## src/sv/bls_pkg.sv

```systemverilog
// ----------------------------------------------------------------------------
// bls_pkg
// Shared types and constants of the brake light sequencer.
// ----------------------------------------------------------------------------
package bls_pkg;

  localparam int unsigned CfgW = 16;

  // requested lamp levels
  localparam logic [1:0] LVL_OFF   = 2'd0;
  localparam logic [1:0] LVL_ON    = 2'd1;
  localparam logic [1:0] LVL_FAULT = 2'd2;
  localparam logic [1:0] LVL_RSVD  = 2'd3;

  // configuration register indexes
  localparam logic [1:0] CFG_QUIET_TIME  = 2'd0;
  localparam logic [1:0] CFG_FLASH_FIRST = 2'd1;
  localparam logic [1:0] CFG_FLASH_STEP  = 2'd2;
  localparam logic [1:0] CFG_FAULT_HALF  = 2'd3;

  // configuration reset values in ms
  localparam logic [CfgW-1:0] QUIET_TIME_RST  = 16'd4000;
  localparam logic [CfgW-1:0] FLASH_FIRST_RST = 16'd200;
  localparam logic [CfgW-1:0] FLASH_STEP_RST  = 16'd100;
  localparam logic [CfgW-1:0] FAULT_HALF_RST  = 16'd400;

  typedef struct packed {
    logic [CfgW-1:0] quiet_time_ms;
    logic [CfgW-1:0] flash_first_ms;
    logic [CfgW-1:0] flash_step_ms;
    logic [CfgW-1:0] fault_half_ms;
  } cfg_t;

  typedef struct packed {
    logic left;
    logic right;
  } lamps_t;

endpackage

```

## src/sv/bls_core.sv

```systemverilog
// ----------------------------------------------------------------------------
// bls_core
// Level, phase and timer state; one tick or request updated per accepted beat.
// ----------------------------------------------------------------------------
module bls_core (
  input  logic              clk,
  input  logic              rst_n,
  input  logic              fire,
  input  logic              op,
  input  logic [1:0]        level,
  input  bls_pkg::cfg_t     cfg,
  output bls_pkg::lamps_t   lamps_nxt
);

  typedef enum logic [2:0] {
    PH_STEADY     = 3'd0,
    PH_FLASH_BOTH = 3'd1,
    PH_FLASH_R1   = 3'd2,
    PH_FLASH_L1   = 3'd3,
    PH_FLASH_R2   = 3'd4,
    PH_FLASH_L2   = 3'd5,
    PH_FAULT_R    = 3'd6,
    PH_FAULT_L    = 3'd7
  } phase_t;

  logic [1:0]               held_level_r, held_level_nxt;
  phase_t                   phase_r, phase_nxt;
  logic [bls_pkg::CfgW-1:0] phase_count_r, phase_count_nxt;
  logic [bls_pkg::CfgW-1:0] quiet_count_r, quiet_count_nxt;

  always_comb begin
    held_level_nxt  = held_level_r;
    phase_nxt       = phase_r;
    phase_count_nxt = phase_count_r;
    quiet_count_nxt = quiet_count_r;
    if (op) begin
      // reserved level and repeats of the held level change nothing
      if (level != bls_pkg::LVL_RSVD && level != held_level_r) begin
        held_level_nxt  = level;
        phase_count_nxt = '0;
        if (level == bls_pkg::LVL_OFF) begin
          phase_nxt       = PH_STEADY;
          quiet_count_nxt = cfg.quiet_time_ms;
        end else if (level == bls_pkg::LVL_ON) begin
          if (quiet_count_r == '0) begin
            phase_nxt       = PH_FLASH_BOTH;
            phase_count_nxt = cfg.flash_first_ms;
          end else begin
            phase_nxt = PH_STEADY;
          end
        end else begin
          phase_nxt       = PH_FAULT_R;
          phase_count_nxt = cfg.fault_half_ms;
        end
      end
    end else begin
      if (quiet_count_r != '0) begin
        quiet_count_nxt = quiet_count_r - 1'b1;
      end
      if (phase_r != PH_STEADY) begin
        // a load of zero behaves like one and ends at the next tick
        if (phase_count_r > 16'd1) begin
          phase_count_nxt = phase_count_r - 1'b1;
        end else begin
          unique case (phase_r)
            PH_FAULT_R: begin
              phase_nxt       = PH_FAULT_L;
              phase_count_nxt = cfg.fault_half_ms;
            end
            PH_FAULT_L: begin
              phase_nxt       = PH_FAULT_R;
              phase_count_nxt = cfg.fault_half_ms;
            end
            PH_FLASH_L2: begin
              phase_nxt       = PH_STEADY;
              phase_count_nxt = '0;
            end
            PH_FLASH_BOTH: begin
              phase_nxt       = PH_FLASH_R1;
              phase_count_nxt = cfg.flash_step_ms;
            end
            PH_FLASH_R1: begin
              phase_nxt       = PH_FLASH_L1;
              phase_count_nxt = cfg.flash_step_ms;
            end
            PH_FLASH_L1: begin
              phase_nxt       = PH_FLASH_R2;
              phase_count_nxt = cfg.flash_step_ms;
            end
            PH_FLASH_R2: begin
              phase_nxt       = PH_FLASH_L2;
              phase_count_nxt = cfg.flash_step_ms;
            end
            default: begin
              phase_nxt = phase_r;
            end
          endcase
        end
      end
    end
  end

  // lamps as they stand after this beat
  always_comb begin
    unique case (phase_nxt)
      PH_STEADY: begin
        lamps_nxt.left  = (held_level_nxt == bls_pkg::LVL_ON);
        lamps_nxt.right = (held_level_nxt == bls_pkg::LVL_ON);
      end
      PH_FLASH_BOTH: begin
        lamps_nxt.left  = 1'b1;
        lamps_nxt.right = 1'b1;
      end
      PH_FLASH_R1, PH_FLASH_R2, PH_FAULT_R: begin
        lamps_nxt.left  = 1'b0;
        lamps_nxt.right = 1'b1;
      end
      default: begin
        lamps_nxt.left  = 1'b1;
        lamps_nxt.right = 1'b0;
      end
    endcase
  end

  always_ff @(posedge clk) begin
    if (!rst_n) begin
      held_level_r  <= bls_pkg::LVL_OFF;
      phase_r       <= PH_STEADY;
      phase_count_r <= '0;
      quiet_count_r <= '0;
    end else if (fire) begin
      held_level_r  <= held_level_nxt;
      phase_r       <= phase_nxt;
      phase_count_r <= phase_count_nxt;
      quiet_count_r <= quiet_count_nxt;
    end
  end

  a_steady_no_count: assert property (@(posedge clk) disable iff (!rst_n)
    phase_r == PH_STEADY |-> phase_count_r == '0)
    else $error("steady phase with a running phase count");

  a_off_is_steady: assert property (@(posedge clk) disable iff (!rst_n)
    held_level_r == bls_pkg::LVL_OFF |-> phase_r == PH_STEADY)
    else $error("off level outside the steady phase");

  a_fault_alternates: assert property (@(posedge clk) disable iff (!rst_n)
    held_level_r == bls_pkg::LVL_FAULT |-> (phase_r == PH_FAULT_R || phase_r == PH_FAULT_L))
    else $error("fault level outside the fault phases");

endmodule

```

## src/sv/brake_light_sequencer.sv

```systemverilog
// ----------------------------------------------------------------------------
// brake_light_sequencer
// Brake lamp sequencer: off, on with optional flash, and fault alternation.
// ----------------------------------------------------------------------------
//  channel  | handshake          | payload
//  ---------+--------------------+-------------------------------------
//  in_      | in_valid/in_ready  | in_op, in_level
//  out_     | out_valid/out_ready| out_left_lamp, out_right_lamp
//  cfg_     | cfg_we             | cfg_index, cfg_wdata
//
//  one beat per cycle while in_ready is high; the lamps for a beat are registered before they appear
//  next state and lamps are computed combinationally at accept, lamps land in a two-entry output queue
//  in_ready drops only when both queue entries are full
//  reset: level off, steady phase, quiet timer run out, registers at defaults
// ----------------------------------------------------------------------------
module brake_light_sequencer (
  input  logic                     clk,
  input  logic                     rst_n,
  input  logic                     in_valid,
  output logic                     in_ready,
  input  logic                     in_op,
  input  logic [1:0]               in_level,
  output logic                     out_valid,
  input  logic                     out_ready,
  output logic                     out_left_lamp,
  output logic                     out_right_lamp,
  input  logic                     cfg_we,
  input  logic [1:0]               cfg_index,
  input  logic [bls_pkg::CfgW-1:0] cfg_wdata
);

  bls_pkg::cfg_t   cfg_r;
  bls_pkg::lamps_t lamps_nxt;
  bls_pkg::lamps_t head_r;
  bls_pkg::lamps_t skid_r;
  logic            head_valid_r;
  logic            skid_valid_r;
  logic            accept;
  logic            pop;

  assign in_ready = !skid_valid_r;
  assign accept   = in_valid && in_ready;
  assign pop      = head_valid_r && out_ready;

  always_ff @(posedge clk) begin
    if (!rst_n) begin
      cfg_r.quiet_time_ms  <= bls_pkg::QUIET_TIME_RST;
      cfg_r.flash_first_ms <= bls_pkg::FLASH_FIRST_RST;
      cfg_r.flash_step_ms  <= bls_pkg::FLASH_STEP_RST;
      cfg_r.fault_half_ms  <= bls_pkg::FAULT_HALF_RST;
    end else if (cfg_we) begin
      unique case (cfg_index)
        bls_pkg::CFG_QUIET_TIME:  cfg_r.quiet_time_ms  <= cfg_wdata;
        bls_pkg::CFG_FLASH_FIRST: cfg_r.flash_first_ms <= cfg_wdata;
        bls_pkg::CFG_FLASH_STEP:  cfg_r.flash_step_ms  <= cfg_wdata;
        bls_pkg::CFG_FAULT_HALF:  cfg_r.fault_half_ms  <= cfg_wdata;
        default: ;
      endcase
    end
  end

  bls_core u_core (
    .clk       (clk),
    .rst_n     (rst_n),
    .fire      (accept),
    .op        (in_op),
    .level     (in_level),
    .cfg       (cfg_r),
    .lamps_nxt (lamps_nxt)
  );

  // two-entry output queue: head drives the port, skid catches a stalled beat
  always_ff @(posedge clk) begin
    if (!rst_n) begin
      head_valid_r <= 1'b0;
      skid_valid_r <= 1'b0;
    end else if (pop) begin
      if (skid_valid_r) begin
        head_r       <= skid_r;
        skid_valid_r <= 1'b0;
      end else if (accept) begin
        head_r <= lamps_nxt;
      end else begin
        head_valid_r <= 1'b0;
      end
    end else if (accept) begin
      if (!head_valid_r) begin
        head_r       <= lamps_nxt;
        head_valid_r <= 1'b1;
      end else begin
        skid_r       <= lamps_nxt;
        skid_valid_r <= 1'b1;
      end
    end
  end

  assign out_valid      = head_valid_r;
  assign out_left_lamp  = head_r.left;
  assign out_right_lamp = head_r.right;

  a_skid_behind_head: assert property (@(posedge clk) disable iff (!rst_n)
    skid_valid_r |-> head_valid_r)
    else $error("skid entry filled with an empty head");

  a_stall_fills_skid: assert property (@(posedge clk) disable iff (!rst_n)
    accept && head_valid_r && !out_ready |=> skid_valid_r)
    else $error("stalled beat not caught by the skid entry");

  a_skid_moves_up: assert property (@(posedge clk) disable iff (!rst_n)
    skid_valid_r && out_ready |=> head_valid_r && !skid_valid_r && head_r == $past(skid_r))
    else $error("skid entry lost on a drained head");

endmodule
```

## config.mk

```make
export PLATFORM = sky130hd
export DESIGN_NAME = brake_light_sequencer
export DESIGN_NICKNAME = d
export VERILOG_FILES = /design/src/sv/bls_pkg.sv /design/src/sv/bls_core.sv /design/src/sv/brake_light_sequencer.sv
export SDC_FILE = /design/constraint.sdc
export NUM_CORES = 1
export LEC_CHECK = 0
export BUFFER_PORTS_ARGS = -buffer_cell sky130_fd_sc_hd__buf_2
export CAP_MARGIN = 20
export CORE_ASPECT_RATIO = 0.8
export CORE_MARGIN = 5
export CORE_UTILIZATION = 35
export CTS_CLUSTER_SIZE = 10
export DETAILED_ROUTE_END_ITERATION = 10
export GPL_TIMING_DRIVEN = 1
export PLACE_DENSITY = 0.62
export SYNTH_ARGS = -nofsm -noshare
export SYNTH_HDL_FRONTEND = slang
export SYNTH_HIERARCHICAL = 1
export SYNTH_SLANG_ARGS = --single-unit
```

## constraint.sdc

```tcl
create_clock -name clk -period 2.5 [get_ports clk]
set_input_delay 0.5 -clock clk [delete_from_list [all_inputs] [get_ports clk]]
set_output_delay 0.5 -clock clk [all_outputs]
set_load 0.02 [all_outputs]
```

# ---- Word-level counts from Yosys, hierarchy flattened
# Cells that the tools add are included.
dict set report totals {
  register_bits 107
  in_bits 26
  output_inout_bits 4
  word_cells 103
}
dict set report op_classes {
  addsub 2
  magnitude_cmp 1
  eq_ne 23
  mux 32
  bitwise 2
  n_reduce_logical 29
}
# cell n
set ops {}
lappend ops {{two-way mux 16 bit} 11}
lappend ops {{case mux 16 bit (3 select lines)} 1}
lappend ops {{subtractor 16 x 1 -> 16 bit, second input constant} 2}
lappend ops {{case mux 3 bit (7 select lines)} 1}
lappend ops {{equality test 3 bit, second input constant} 6}
lappend ops {{two-way mux 3 bit} 6}
lappend ops {{> comparator 16 x 1 -> 1 bit, second input constant} 1}
lappend ops {{logical NOT 16 bit} 1}
lappend ops {{AND reduction 4 bit} 4}
lappend ops {{nonzero test 16 bit} 1}
lappend ops {{two-way mux 2 bit} 7}
lappend ops {{AND reduction 2 bit} 5}
lappend ops {{equality test 3 x 2 -> 1 bit, second input constant} 3}
lappend ops {{nonzero test 2 bit} 4}
lappend ops {{equality test 2 x 1 -> 1 bit, second input constant} 3}
lappend ops {{equality test 3 x 1 -> 1 bit, second input constant} 2}
lappend ops {{inequality test 2 x 1 -> 1 bit, second input constant} 3}
lappend ops {{inequality test 2 bit, second input constant} 3}
lappend ops {{case mux 2 bit (3 select lines)} 1}
lappend ops {{two-way mux 1 bit} 5}
lappend ops {{nonzero test 5 bit} 1}
lappend ops {{equality test 2 bit, second input constant} 2}
lappend ops {{logical NOT 2 bit} 2}
lappend ops {{OR reduction 2 bit} 2}
lappend ops {{other kinds (9)} 12}

# ---- Longest topological paths before layout
# Gate-level depths: netlist of run 1.
dict set report logic_depth {
  word_depth 12
  depth_mapped 11
  ltp_nobuf 9
}

# ---- By module
# Netlist of run 1, hierarchy kept.
# mod n_inst cells_per_inst area_each_um2 seq_area_each_um2
set modules_own_cells {}
lappend modules_own_cells {bls_core 1 442 3229.3 740.7}
lappend modules_own_cells {brake_light_sequencer 1 260 2489.9 1441.4}

# ---- Worst setup path before layout of run 1
# Ideal clock, no wire load.
dict set report synth_timing {
  kind {register to register}
  start {register u_core/phase_count_r[8] (netlist name)}
  end {register head_r (netlist bit out_right_lamp) (data pin)}
  setup_ns 0.260
  arrival_time_ns 2.240
  required_ns 2.240
  setup_slack_ns 0.001
  stages_incl_launch_ff 7
  path_buffers 0
  period_less_slack_ns 2.499
  path_cell_list {dfxtp_1 or4_4 or3_4 o41ai_2 nand4_1 mux2_2 mux2_2}
}
# item line
set synth_rtl {}
lappend synth_rtl {{start: declaration} bls_core.sv:28} ;# logic [bls_pkg::CfgW-1:0] phase_count_r, phase_count_nxt;
lappend synth_rtl {{start signal: assignment} bls_core.sv:134} ;# phase_count_r <= phase_count_nxt;
lappend synth_rtl {{end signal: assignment} brake_light_sequencer.sv:79} ;# head_r <= skid_r;
lappend synth_rtl {{end signal: assignment} brake_light_sequencer.sv:82} ;# head_r <= lamps_nxt;
lappend synth_rtl {{end signal: assignment} brake_light_sequencer.sv:88} ;# head_r <= lamps_nxt;
lappend synth_rtl {{end: declaration} brake_light_sequencer.sv:34} ;# bls_pkg::lamps_t head_r;

==> results of run 1 <==
==> worst reg2reg max path, stage by stage (launching register included) <==
cell	delay, ns
dfxtp_1	0.31
or4_4	0.58
nor3_2	0.22
and3_1	0.23
a31oi_1	0.15
nand3_2	0.12
mux2_2	0.35
mux2_2	0.26
==> per-layer routing <==
| metal | wire length (um) | up-vias | track usage, % |
|---|---|---|---|
| met5 | 0 | - | 0 |
| met4 | 156 | 0 | 3.61 |
| met3 | 1050 | 11 | 2.95 |
| met1 | 8770 | 2533 | 27.5 |
| met2 | 6050 | 166 | 20.9 |
| li1 | - | 2666 | - |
==> layout by cell type (no fill, tap or decap), drive strengths merged, types with 5 or more instances in the layout <==
cell | Yosys | final
dfxtp | 103 | 103
buf | 26 | 86
o21ai | 77 | 77
nand2 | 67 | 67
nand3 | 63 | 63
a21oi | 57 | 57
nor2 | 52 | 52
mux2i | 40 | 40
a31oi | 20 | 20
o22ai | 15 | 15
inv | 12 | 15
o31ai | 12 | 12
o211ai | 11 | 11
clkbuf | 29 | 10
a211o | 9 | 9
nor3 | 8 | 8
nor2b | 7 | 7
nor4 | 7 | 7
xor2 | 6 | 6
or3 | 6 | 6
mux2 | 5 | 5
nand4 | 5 | 5
==> flip-flops by register name (all words and copies together), names as in the netlist <==
register              cells
out_right_lamp            1
skid_r                    2
u_core/held_level_r       2
out_left_lamp             1
out_valid                 1
u_core/quiet_count_r     16
skid_valid_r              1
u_core/phase_r            3
cfg_r                    64
u_core/phase_count_r     16
==> power by group through the flow <==
stage	logic, mW	registers, mW	clock network (mW)
final	1.27	1.90	1.38
after floorplan	0.801	1.94	0
after global routing	1.39	1.92	1.49
after CTS	1.24	1.90	1.42
after detailed placement	1.22	1.94	0
after global placement	1.22	1.94	0
==> cell families (layout without fill, tap and decap cells) <==
family                     Yosys count  in the layout  synth area share (%)
xor gates and xnor gates            10             10                  1.53
buffers and inverters               68            115                  5.56
adders and majority gates            4              4                 0.875
AOI/OAI and AO/OA                  229            229                  25.2
DFF                                107            107                  38.2
and+or+nand+nor                    239            239                  20.7
muxes                               45             45                  7.98
==> layout make-up <==
| class | count | area (sq um) | area share, % |
|---|---|---|---|
| Tap cell | 215 | 269 | 4.04 |
| Multi-Input combinational cell | 527 | 3270 | 49.0 |
| Sequential cell | 107 | 2180 | 32.8 |
| Inverter | 13 | 48.8 | 0.732 |
| Timing Repair Buffer | 86 | 613 | 9.20 |
| Clock buffer | 10 | 239 | 3.59 |
| Clock inverter | 6 | 45.0 | 0.676 |
==> metrics by stage <==
stage	hold WS, ns	std cells	area (sq um)	worst slack (ns)	utilization [%]
2_1_floorplan	0.437	702	5720	0.000511	-
3_3_place_gp	0.457	946	6340	-0.0713	39.8
3_5_place_dp	0.457	946	6340	-0.0668	39.8
4_1_cts	0.400	962	6630	-0.0232	41.7
5_1_grt	0.417	964	6670	-0.0778	41.9
6_report	0.405	964	6670	0.0290	41.9
==> final timing paths <==
path,to,slack [ns],depth (start not counted)
worst max-delay path,out_right_lamp,0.03,7
worst min-delay path,cfg_r[58],0.41,3
worst max register to register,out_right_lamp,0.03,7
worst min register to register,cfg_r[60],0.46,2
==> timing repair <==
| action | 4_1_cts | 5_1_grt |
|---|---|---|
| pin swaps | 1 | 6 |
| gates resized for setup | 1 | 5 |
| hold endpoints to repair | 0 | 0 |
| buffers inserted | 0 | 2 |
| setup endpoints to repair | 2 | 2 |
==> results.yml, run 1 <==
run_status:
  status: "finished clean"
timing:
  fin_crit_sh_pct: 98.8
  finClkSkew_ns: 0.00853
  max_slew_margin_pct: 27.8
  hold_viol_final: 0
  finalSetupTns_ns: 0
  worst_pin_slew_ns: 1.08
  maxSlewViolCount: 0
  rsz0062_at_grt: "true"
  fin_crit_ns: 2.47
  setup_viol: 0
  max_freq_mhz: 405
cts:
  cts_buffers: 9
  clock_path_buffers: 2
  cts_tree: "done"
  clk_latency_ns: 0.35
  ctsHtreeMaxLevel: 3
  ctsHoldBuffers: 0
  cts-root-buf: "clkbuf_16"
  cts_num_sinks: 107
  cts.clk_slew.worst_paths_ns: 0.08
grt:
  grt_pass1_vias: 4662
  grt_pass1_wl_mm: 25.7
  grt_start_max_net_pins: 45
  grt_use_total_pct: 16.4
  grt.overflow.total: 0
  antenna_found_initial: 0
critical_path:
  cpMostUsedCell: "mux2_2"
  crit_chain: "or4_4 -> nor3_2 -> and3_1 -> a31oi_1 -> nand3_2 -> mux2_2 -> mux2_2"
  cp.required_ns: 2.60
  cp_slowest_cell: "or4_4"
  cpPeakStageDelay_ns: 0.58
  critPathKind: "reg -> reg"
  r2r_start: "u_core/phase_count_r[8]"
  cp.arrival_ns: 2.57
  path_buf_inv: 0
  critPathLaunchType: "register"
  startpoint: "u_core/phase_count_r[8]"
  cp-end-kind: "register"
  cp_max_fo: 4
  critPathTopFamily: "simple AND/OR/NAND/NOR gates"
routing:
  via_per_inst: 5.58
  drc: 0
  final_antenna_net_count: 0
  totalWireLength_mm: 16.0
  dr.pass1.iters: 5
  wl_per_cell_um: 16.6
  vias: 5376
  dr.first_iter.drc_count: 613
cells_and_area:
  fill_cells: 1666
  layout-drive-gt1-share_pct: 18.7
  antennaDiodeCount: 0
  nets: 774
  syn_to_final_growth_pct: 16.5
power_and_ir_drop:
  intPower_mw: 3.08
  p_leak_nw: 2.59
  p_switching_mw: 1.48
  ir_drop_mv: 0.347
  finalPower_mw: 4.56
  clkPwrFrac_pct: 30.3
  power_frac_seq_pct: 41.8
  p_sw_share_pct: 32.5
  power.density_nw_per_um2: 683
  combPwrFrac_pct: 27.8
logic_synthesis:
  synth_area_sq_um: 5720
  yosysSeqAreaShare_pct: 38.2
  synthTopCellsByArea: "dfxtp_1 36%, mux2i_1 7.0%, o21ai_0 5.9%, nand3_1 5.4%, a21oi_1 4.9%"
  synth_edf_count: 4
  synth_most_common_cell: "dfxtp_1"
  syn_nets: 732
  avgSynthCellArea_sq_um: 8.15
  synth-main-ff-cell: "dfxtp_1"
  synth_top_area_cell: "dfxtp_1"
  synth_top_area_share_pct: 36.1
  postSynthCellCount: 702
  synth.distinct_cells: 67
  synth-seq-cells: 107
  synthArstFlopShare_pct: 0
  ys_warn_count: 6
  synth_common_cells: "103 x dfxtp_1, 67 x o21ai_0, 66 x nand2_1"
placed_design:
  port_buffers: 29
  place_congestion: 0.860
  hpwl_mm: 11.4
die:
  ios: 30
  row_count: 41
  coreArea_sq_um: 15900
  die_w_um: 153
  die_h_um: 124
  dieArea_sq_um: 19000
  start_util_pct: 36.0
min_path:
  worstHoldPathType: "in -> reg"
  hp-start: "cfg_wdata[10]"
flow_run:
  cap_violations: 0
(Power assumes the default switching activity.)
==> run 2: changes to the inputs <==
Settings changed: SYNTH_HIERARCHICAL 1 to not set.
==> run 2 against run 1 <==
Compared with the run above:
- die area up 1.3%
- clock skew fell by 0.0032 ns
- cell count grew 2.9%
- hold slack improved by 0.014 ns
- non-clock buffer count fell by 23
- global-route usage shrank 0.53 points
- fmax increased by 5.7%
- synthesized cell count grew 6.8%
- critical endpoint unchanged
- largest power group unchanged
==> results.yml, run 2 <==
die:
  die_h_um: 125
  ios: 30
  row_count: 42
  die_w_um: 154
  dieArea_sq_um: 19300
  coreArea_sq_um: 16400
  start_util_pct: 35.4
critical_path:
  critPathKind: "reg -> reg"
  cp-end-kind: "register"
  worst-r2r-setup-slack_ns: 0.16
  cp.required_ns: 2.60
  r2r_cells: 10
  cp_max_fo: 5
  cp.arrival_ns: 2.43
  critPathLaunchType: "register"
  crit-reg2reg-capture: "out_right_lamp"
  r2r_start: "u_core.quiet_count_r[0]"
power_and_ir_drop:
  intPower_mw: 3.36
  p_leak_nw: 2.45
  finalPower_mw: 4.73
  ir_drop_mv: 0.298
  power_frac_seq_pct: 40.4
  p_sw_share_pct: 28.9
  clkPwrFrac_pct: 35.8
  power.density_nw_per_um2: 709
  p_switching_mw: 1.37
  combPwrFrac_pct: 23.8
timing:
  maxSlewViolCount: 0
  setup_viol: 0
  worst_pin_slew_ns: 0.677
  max_slew_margin_pct: 54.9
  finalSetupTns_ns: 0
  fin_crit_ns: 2.34
  hold_viol_final: 0
  max_freq_mhz: 428
  rsz0062_at_grt: "false"
  fin_crit_sh_pct: 93.5
  finClkSkew_ns: 0.00531
routing:
  totalWireLength_mm: 15.4
  vias: 5257
  dr.pass1.iters: 5
  final_antenna_net_count: 0
  dr.first_iter.drc_count: 378
  drc: 0
  wl_per_cell_um: 15.5
  via_per_inst: 5.30
cells_and_area:
  fin_util_pct: 40.7
  nets: 798
  reg.largest.list: "cfg_r: 64 flops, u_core.phase_count_r: 16 flops, u_core.quiet_count_r: 16 flops"
  layout_commonest_cell: "nand2_1"
  largest_reg_flops: 64
  postLayoutCellArea_sq_um: 6670
  syn_to_final_growth_pct: 15.0
  fin_cells: 992
  top_register: "cfg_r"
  antennaDiodeCount: 0
  layout_common_cells: "150 x nand2_1, 103 x dfxtp_1, 67 x o21ai_0, 52 x nor2_1, 52 x a21boi_0"
  layout-drive-gt1-share_pct: 14.4
logic_synthesis:
  synthArstFlopShare_pct: 0
  syn_nets: 780
  synth_top_area_cell: "dfxtp_1"
  synth_area_sq_um: 5800
  synth-main-ff-cell: "dfxtp_1"
  synth_top_area_share_pct: 35.6
  synth_common_cells: "150 x nand2_1, 103 x dfxtp_1, 67 x o21ai_0"
  synth-seq-cells: 107
  synth.distinct_cells: 55
  synth_most_common_cell: "nand2_1"
  postSynthCellCount: 750
  avgSynthCellArea_sq_um: 7.73
  synthTopCellsByArea: "dfxtp_1 36%, nand2_1 9.7%, a21boi_0 6.7%, o21ai_0 5.8%, a22oi_1 4.0%"
  ys_warn_count: 0
  synth_edf_count: 4
  yosysSeqAreaShare_pct: 37.6
cts:
  cts_num_sinks: 107
  cts_tree: "done"
  ctsHoldBuffers: 0
  clock_path_buffers: 2
  clk_latency_ns: 0.34
  cts_buffers: 9
  cts.clk_slew.worst_paths_ns: 0.07
  ctsHtreeMaxLevel: 3
  cts-root-buf: "clkbuf_16"
min_path:
  worstHoldPathType: "in -> reg"
  hp-start: "cfg_wdata[6]"
  whs_endpoint: "cfg_r[38]"
  hold_depth: 3
placed_design:
  port_buffers: 29
  place_congestion: 0.860
  dp.cells: 976
  hpwl_mm: 10.7
  placed_area_sq_um: 6300
flow_run:
  cap_violations: 0
grt:
  grt_pass1_wl_mm: 25.5
  grt_use_total_pct: 15.9
  antenna_found_initial: 0
  grt_pass1_vias: 4816
  grt_start_max_net_pins: 69
  grt.overflow.total: 0
run_status:
  status: "finished clean"
==> run 2: cell types whose count changed after synthesis, sizes merged, moves of 19 or more <==
cell / previous run / this run
mux2i: 40 / 15
a21oi: 57 / 37
a22oi: 3 / 31
clkbuf: 29 / 48
a21boi: 1 / 52
nand2: 67 / 150
nand3: 63 / 21
==> run 2: repair_timing <==
item | in CTS | in global routing
resized for setup | 0 | 1
setup buffers | 0 | 1
setup endpoints to repair | 0 | 1
==> run 2: how the worst max path moves through the flow <==
stage / from / end / slack, ns / depth (start not counted)
after global placement: u_core.quiet_count_r[6] / out_right_lamp / 0.13 / 8
final: u_core.quiet_count_r[0] / out_right_lamp / 0.16 / 10
after detailed placement: u_core.quiet_count_r[0] / out_right_lamp / 0.07 / 9
after CTS: u_core.quiet_count_r[0] / out_right_lamp / 0.03 / 9
after floorplan: u_core.phase_count_r[2] / out_right_lamp / 0.11 / 7
after global routing: u_core.quiet_count_r[6] / out_right_lamp / 0.003 / 9
==> run 2: cells by family after synthesis <==
kind of cell | synth area share (%)
compound gates | 26.6
xor+xnor | 1.66
fa+ha+maj | 0.863
buf+inv | 4.70
flops | 37.6
mux | 5.57
simple gates | 23.0
==> run 2: layout make-up <==
class	count	area (sq um)
fillers	1701	9730
multi-input cells	572	3360
flip-flops and latches	107	2180
repair buffers	63	438
well taps	220	275
clock buffers	11	264
clock inverters	4	95.1
inverters	15	56.3
==> run 2: stage by stage <==
stage          hold WS, ns  setup slack, ns
2_1_floorplan        0.441            0.114
3_3_place_gp         0.452            0.133
3_5_place_dp         0.458           0.0728
4_1_cts              0.410           0.0327
5_1_grt              0.436          0.00283
6_report             0.419            0.161
==> run 2: critical path, stage by stage, from the launching register on <==
cell     delay [ns]
dfxtp_1        0.35
inv_1          0.10
ha_1           0.15
nor4b_1        0.23
nand4_1        0.13
buf_4          0.18
nor2_2         0.11
nand3_1        0.10
and3_1         0.22
mux2_4         0.27
mux2_2         0.25
==> run 2: layer usage <==
| metal | wire [um] | share of wire (%) | global-route usage, % |
|---|---|---|---|
| met1 | 7920 | 51 | 23.9 |
| met2 | 6710 | 44 | 24.3 |
| met3 | 661 | 4.3 | 2.66 |
| met4 | 96 | 0.62 | 2.49 |
| met5 | 0 | 0 | 0 |
==> run 2: power by group through the flow <==
stage                     registers (mW)  clock network [mW]  logic, mW
final                               1.91                1.69       1.12
after CTS                           1.91                1.73       1.10
after floorplan                     1.93                   0      0.774
after global routing                1.92                1.80       1.25
after global placement              1.94                   0       1.10
after detailed placement            1.95                   0       1.09
==> run 3: changes to the inputs <==
Settings changed: CORE_MARGIN 5 to 4, CORE_UTILIZATION 35 to 56, CTS_CLUSTER_DIAMETER set to 60, PLACE_DENSITY 0.62 to 0.87.
==> run 3 against run 2 <==
Compared with the run above:
- global-route usage increased by 9.9 points
- hold slack got worse by 0.0047 ns
- clock skew increased by 0.0025 ns
- register-to-register slack got worse by 0.04 ns
- first-iteration DRC count increased by 52%
- cell count decreased by 9.3%
- clock-buffer cell count unchanged
- wire length increased by 0.22%
- sequential cell count unchanged
- critical path depth decreased by 1
- sequential power about the same
==> results.yml, run 3 (synthesis gave the netlist of run 2 again) <==
routing:
  vias: 5552
  final_antenna_net_count: 0
  wl_per_cell_um: 17.1
  totalWireLength_mm: 15.4
  dr.pass1.iters: 6
  drc: 0
  dr.first_iter.drc_count: 573
  via_per_inst: 6.17
placed_design:
  hpwl_mm: 10.8
  post-place-ws_ns: 0.0950
  placed_area_sq_um: 6110
  place_congestion: 0.947
  port_buffers: 29
run_status:
  status: "finished clean"
cts:
  cts_tree: "done"
  clk_latency_ns: 0.35
  cts_buffers: 9
  ctsHoldBuffers: 0
  clock_path_buffers: 2
  cts-root-buf: "clkbuf_16"
  cts_num_sinks: 107
  cts.clk_slew.worst_paths_ns: 0.07
  ctsHtreeMaxLevel: 3
critical_path:
  cp_slowest_cell: "dfxtp_2"
  cp.arrival_ns: 2.48
  critPathTopFamily: "multiplexers"
  critPathLaunchType: "register"
  cp-end-kind: "register"
  path_buf_inv: 1
  cp.required_ns: 2.60
  cpPeakStageDelay_ns: 0.34
  cp_max_fo: 5
  crit_chain: "inv_2 -> ha_2 -> nor2_1 -> nor4b_4 -> nor2b_4 -> mux2i_2 -> nand4_1 -> mux2_4 -> mux2_2"
  critPathKind: "reg -> reg"
power_and_ir_drop:
  power.density_nw_per_um2: 684
  p_leak_nw: 2.37
  ir_drop_mv: 0.404
cells_and_area:
  fin_util_pct: 65.0
  layout-drive-gt1-share_pct: 14.4
  multiInputGateArea_sq_um: 3390
  postLayoutCellArea_sq_um: 6430
  layout_commonest_cell: "nand2_1"
  syn_to_final_growth_pct: 10.9
  top_register: "cfg_r"
  reg.largest.list: "cfg_r: 64 flops, u_core.phase_count_r: 16 flops, u_core.quiet_count_r: 16 flops"
  nets: 791
  largest_reg_flops: 64
  fill_cells: 842
  antennaDiodeCount: 0
  seq_area_sq_um: 2180
  layout_common_cells: "150 x nand2_1, 101 x dfxtp_1, 67 x o21ai_0, 52 x nor2_1, 52 x a21boi_0"
die:
  dieArea_sq_um: 12100
  die_h_um: 99.0
  ios: 30
  coreArea_sq_um: 9890
  start_util_pct: 58.6
  row_count: 32
  die_w_um: 122
timing:
  layout_setup_ws_ns: 0.120
  max_freq_mhz: 420
  max_slew_margin_pct: 31.5
  finClkSkew_ns: 0.00784
  worst_pin_slew_ns: 1.02
  fin_crit_ns: 2.38
  setup_viol: 0
  hold_viol_final: 0
  hold_ws_ns: 0.415
  maxSlewViolCount: 0
  fin_crit_sh_pct: 95.2
grt:
  grt_use_met1_pct: 34.6
  grt_start_max_net_pins: 51
  grt_pass1_vias: 5244
  busiest_layer: "met2"
  antenna_found_initial: 0
  grt_use_total_pct: 25.7
  use_met2_pct: 40.7
  grt.overflow.total: 0
  grt_pass1_wl_mm: 25.2
  grt.met3_usage_pct: 6.88
min_path:
  worstHoldPathType: "in -> reg"
flow_run:
  cap_violations: 0
## run 3: final cells by class
cell class                      instances  share of cell area, %
Inverter                               15                  0.875
Tap cell                              136                   2.65
Clock buffer                           11                   3.62
Clock inverter                          3                  0.661
Timing Repair Buffer                   56                   5.60
Multi-Input combinational cell        572                   52.6
Sequential cell                       107                   34.0
## run 3: worst paths after layout
kind | start | end | slack (ns) | depth (start not counted)
worst min register to register | cfg_r[44] | cfg_r[44] | 0.46 | 2
worst max register to register | u_core.phase_count_r[0] | out_right_lamp | 0.12 | 9
worst max-delay path | u_core.phase_count_r[0] | out_right_lamp | 0.12 | 9
worst min-delay path | cfg_wdata[6] | cfg_r[22] | 0.41 | 3
## run 3: report_power, final
part | total (mW) | switching (mW) | internal, mW
Combinational | 1.10 | 0.640 | 0.465
Sequential | 1.92 | 0.103 | 1.82
Clock | 1.38 | 0.612 | 0.765
Total | 4.40 | 1.36 | 3.05
## run 3: worst reg2reg max path, cell delays in order, from the launching register on
cell,delay (ns)
dfxtp_2,0.34
inv_2,0.07
ha_2,0.18
nor2_1,0.07
nor4b_4,0.29
nor2b_4,0.25
mux2i_2,0.25
nand4_1,0.13
mux2_4,0.29
mux2_2,0.26
## run 3: repair_timing
item,4_1_cts,5_1_grt
endpoints found under the setup margin,0,3
buffers inserted,0,1
resized for setup,0,12
endpoints found under the hold margin,0,0
## run 3: routing by layer
| metal | vias up | wire length (um) |
|---|---|---|
| met5 | - | 0 |
| met4 | 0 | 231 |
| met3 | 29 | 1490 |
| met2 | 255 | 7100 |
| met1 | 2593 | 6600 |
| li1 | 2675 | - |
## run 3: stage by stage
stage               total power, mW  TNS (ns)  instances
floorplan                      2.70         0        750
global placement               2.96         0        885
finish                         4.40         0        900
CTS                            4.36         0        899
detailed placement             3.00         0        885
global route                   4.61   -0.0177        900
